### config.mk
export PLATFORM = sky130hd
export DESIGN_NAME = fsc_queue
export DESIGN_NICKNAME = d
export VERILOG_FILES = /design/src/hw/rtl/fsc_pkg.sv /design/src/hw/rtl/fsc_queue.sv
export SDC_FILE = /design/constraint.sdc
export NUM_CORES = 1
export LEC_CHECK = 0
export ABC_AREA = 1
export BUFFER_PORTS_ARGS = -buffer_cell sky130_fd_sc_hd__clkbuf_2
export CAP_MARGIN = 20
export CELL_PAD_IN_SITES_DETAIL_PLACEMENT = 0
export CELL_PAD_IN_SITES_GLOBAL_PLACEMENT = 1
export CORE_MARGIN = 1.5
export CORE_UTILIZATION = 31
export CTS_CLUSTER_DIAMETER = 80
export DETAILED_ROUTE_END_ITERATION = 12
export PLACE_DENSITY_LB_ADDON = 0.1
export SLEW_MARGIN = 20
export SYNTH_ARGS = -nofsm -noshare
export SYNTH_HDL_FRONTEND = slang
export SYNTH_SLANG_ARGS = --single-unit
### constraint.sdc
create_clock -name clk -period 3.6 [get_ports clk]
set_input_delay 0.72 -clock clk [delete_from_list [all_inputs] [get_ports clk]]
set_output_delay 0.72 -clock clk [all_outputs]
set_load 0.005 [all_outputs]
### src/hw/rtl/fsc_pkg.sv
// Shared types, constants and helper functions of the frustum sphere cull block.
package fsc_pkg;

  localparam int NUM_PLANES    = 6;
  localparam int NUM_COEF      = NUM_PLANES * 4;
  localparam int NUM_REGS      = 8;
  localparam int FRAC_BITS_DEF = 16;
  localparam int QDEPTH        = 4;
  localparam int QCW           = $clog2(QDEPTH + 1);

  typedef logic signed [31:0] coef_t;
  typedef coef_t [NUM_COEF-1:0] coef_arr_t;

  typedef struct packed {
    logic signed [31:0] center_x;
    logic signed [31:0] center_y;
    logic signed [31:0] center_z;
    logic [30:0]        radius;
  } item_t;

  typedef struct packed {
    logic           full;
    logic           valid;
    logic [QCW-1:0] count;
  } q_stat_t;

  typedef struct packed {
    logic busy;
  } pg_stat_t;

  // Matrix row that each plane combines with row 3 (right, left, down, up, far, near)
  function automatic logic [1:0] plane_row(input logic [2:0] p);
    logic [1:0] r;
    case (p)
      3'd0, 3'd1: r = 2'd0;
      3'd2, 3'd3: r = 2'd1;
      default:    r = 2'd2;
    endcase
    return r;
  endfunction

  // Plane takes row 3 minus the other row when set, the sum otherwise
  function automatic logic plane_neg(input logic [2:0] p);
    logic n;
    case (p)
      3'd0, 3'd3, 3'd4: n = 1'b1;
      default:          n = 1'b0;
    endcase
    return n;
  endfunction

endpackage

### src/hw/rtl/fsc_queue.sv
// Short queue of accepted spheres between the front and the test pipeline.
module fsc_queue (
  input  logic             clk,
  input  logic             rst_n,
  input  logic             push,
  input  fsc_pkg::item_t   push_item,
  input  logic             pop,
  output fsc_pkg::item_t   head_item,
  output fsc_pkg::q_stat_t stat
);
  import fsc_pkg::*;

  localparam int PW = $clog2(QDEPTH);

  item_t          slot_r [QDEPTH];
  logic [PW-1:0]  wr_ptr_r;
  logic [PW-1:0]  rd_ptr_r;
  logic [QCW-1:0] count_r;
  logic [QCW-1:0] count_nxt;

  assign head_item  = slot_r[rd_ptr_r];
  assign stat.count = count_r;
  assign stat.valid = (count_r != '0);
  assign stat.full  = (count_r == QCW'(QDEPTH));

  always_comb begin
    count_nxt = count_r;
    if (push && !pop) count_nxt = count_r + QCW'(1);
    else if (!push && pop) count_nxt = count_r - QCW'(1);
  end

  // Store a transfer at the tail
  always_ff @(posedge clk) begin
    if (push) slot_r[wr_ptr_r] <= push_item;
  end

  // Advance pointers and fill level
  always_ff @(posedge clk) begin
    if (!rst_n) begin
      wr_ptr_r <= '0;
      rd_ptr_r <= '0;
      count_r  <= '0;
    end else begin
      if (push) wr_ptr_r <= wr_ptr_r + PW'(1);
      if (pop) rd_ptr_r <= rd_ptr_r + PW'(1);
      count_r <= count_nxt;
    end
  end

endmodule

==> flow_metrics.env <==
export IMPL_fmax_ghz=0.3376
export IMPL_synth_top_area_share_pct=79.72
export IMPL_synthTopCellsByArea="edfxtp_1, o21ai_0, nor2_1"
export IMPL_fin_worst_skew_ns=0.02249
export IMPL_placed_area_um2=21530
export IMPL_drtPass1Iterations=4
export IMPL_area_growth_pct=21.67
export IMPL_core_area_um2=60700
export IMPL_cts_resized_gates=0
export IMPL_start_util_pct=31.53
export IMPL_clk_latency_ns=0.62
export IMPL_hold_ws_ns=0.3151
export IMPL_post_cts_buffers=0
export IMPL_synth_distinct_cells=21
export IMPL_first_iter_violations=572
export IMPL_routed_wl_mm=48.16
export IMPL_post_route_util_pct=38.36
export IMPL_die_area_um2=63230
export IMPL_netlist_area_um2=19140
export IMPL_cts_root_buffer="clkbuf_16"
export IMPL_drc_errors=0
export IMPL_reg2reg_setup_slack_ns=1.44
export IMPL_postLayoutCellArea_um2=23280
export IMPL_slew_limit_headroom_pct=42.79
export IMPL_die_h_um=251.5
export IMPL_grt_antenna_before_repair=6
export IMPL_setup_violations=0
export IMPL_clk_pin_slew_ns=0.06
export IMPL_fin_crit_sh_pct=82.29
export IMPL_layout_drive_gt1_share_pct=23.25
export IMPL_grt_setup_unrepaired="false"
export IMPL_drt_met1_wl_mm=21.66
export IMPL_cellLeakagePower_nw=8.056
export IMPL_nets=1692
export IMPL_final_cell_mix="edfxtp_1, clkbuf_2, nor2_1"
export IMPL_via_per_inst=4.743
export IMPL_r2r_start="wr_ptr_r[1]"
export IMPL_status="complete, no violations"
export IMPL_grt_pass1_vias=11180
export IMPL_cp_start_kind="flop"
export IMPL_cts_tree="done"
export IMPL_worst_path_max_fanout=74
export IMPL_met3_length_mm=2.576
export IMPL_dp_slack_ns=1.056
export IMPL_ys_seq_area_share_pct=80.66
export IMPL_avgRoutedWirePerCell_um=20.18
export IMPL_routabilityCongestion=0.6882
export IMPL_grt_pass1_wl_mm=71.44
export IMPL_min_from="push_item[33]"
export IMPL_r2r_cells=5
export IMPL_dp_hpwl_mm=26.43
export IMPL_worstPathRequired_ns=2.88
export IMPL_layout_commonest_cell="edfxtp_1"
export IMPL_ys_ff_latch=517
export IMPL_crit_arrival_ns=2.24
export IMPL_fillers=5771
export IMPL_rr_endpoint="slot_r[1][125]"
export IMPL_drv_slew=0
export IMPL_antenna_left=0
export IMPL_vias=11320
export IMPL_synth_nets=1424
export IMPL_grt_util_all_layers_pct=15.12
export IMPL_synth_cells=1287
export IMPL_crit_type="reg -> out"
export IMPL_tns_ns=0
export IMPL_holdBufCountCts=0
export IMPL_holdCritPathClass="in -> reg"
export IMPL_overflow=0
export IMPL_ys_warn_count=0
export IMPL_cts_num_sinks=517
export IMPL_max_cap_viol_count=0
export IMPL_grt_max_degree=149
export IMPL_io_pins=263
export IMPL_die_w_um=251.5
export IMPL_min_path_cells=1
export IMPL_cts_made_buffers=57
export IMPL_layout_min_cycle_time_ns=2.963
export IMPL_power_density_nw_per_um2=581.4
export IMPL_cts_buffer_depth=3
export IMPL_cp_end_kind="output port"
export IMPL_htreeDepth=2
export IMPL_peakVddDrop_mv=0.3877
export IMPL_wl_met2_mm=22.67
export IMPL_holdPathEnd="slot_r[2][33]"
export IMPL_synth_largest_area_cell="edfxtp_1"
export IMPL_avgSynthCellArea_um2=14.87
export IMPL_tightestPinTransition_ns=0.8563
export IMPL_rows=90
export IMPL_top_layer_used="met5"
export IMPL_hold_viol=0
export IMPL_port_buffers=262
export IMPL_layout_setup_ws_ns=0.6375
cell usage after synthesis (all sizes together):
cell,number
fa,1
nand4,1
a21oi,4
o22ai,127
clkinv,1
inv,16
dfxtp,9
ha,5
buf,21
clkbuf,62
nand3,1
o21ai,260
nor2,260
nor3,1
nand2,10
edfxtp,508
where the power goes:
| part | switching, mW | total [mW] | leakage (nW) | internal (mW) |
|---|---|---|---|---|
| registers | 0.0634 | 6.95 | 4.74 | 6.88 |
| clock network | 2.33 | 5.44 | 0.850 | 3.10 |
| logic | 0.756 | 1.15 | 2.46 | 0.398 |
| total | 3.15 | 13.5 | 8.06 | 10.4 |
worst max-delay path by stage:
stage	start	endpoint	cells after the start
floorplan	push	slot_r[0][0]	2
global placement	push	slot_r[1][19]	4
detailed placement	push	slot_r[1][17]	4
CTS	flop	head_item[70]	5
global route	flop	head_item[70]	5
finish	flop	head_item[109]	5
registers in the layout, indices dropped and copies added, names as in the netlist, named ones only:
name	count
slot_r	508
count_r	3
rd_ptr_r	2
wr_ptr_r	2
metrics by stage:
step	total power, mW	cells
2_1_floorplan	7.630	1287
3_3_place_gp	8.262	2278
3_5_place_dp	8.271	2278
4_1_cts	13.79	2386
5_1_grt	14.12	2387
6_report	13.54	2387
logic make-up (layout without fill, tap and decap cells):
family | after synthesis | after routing | share of synthesized area, %
AO/OA/AOI/OAI | 391 | 391 | 11.06
other | 0 | 1 | 0
flip-flops | 517 | 517 | 80.66
adder cells (fa/ha/maj) | 6 | 6 | 0.4315
AND/OR/NAND/NOR | 273 | 273 | 5.381
buffers and inverters | 100 | 417 | 2.471
routing by layer:
layer / global-route usage (%) / up-vias
met5: 0 / -
met4: 4.750 / 10
met1: 19.96 / 5580
met3: 3.766 / 85
li1: - / 5419
met2: 24.53 / 227
layout make-up:
cell class / count / area [um2] / share of cell area [%]
Tap cell: 782 / 978.4 / 4.202
Clock inverter: 41 / 281.5 / 1.209
Inverter: 17 / 86.33 / 0.3708
Timing Repair Buffer: 292 / 1799 / 7.728
Clock buffer: 67 / 1464 / 6.288
Sequential cell: 517 / 15440 / 66.33
Multi-Input combinational cell: 670 / 3228 / 13.87
Antenna cell: 1 / 2.502 / 0.01075
critical path, cell delays in order, from the launching register on:
cell and delay, ns:
dfxtp_4 0.37, inv_6 0.35, buf_12 0.33, o21ai_0 0.15, o22ai_1 0.20, clkbuf_2 0.15
No activity file was read; power rests on OpenSTA's default activity.
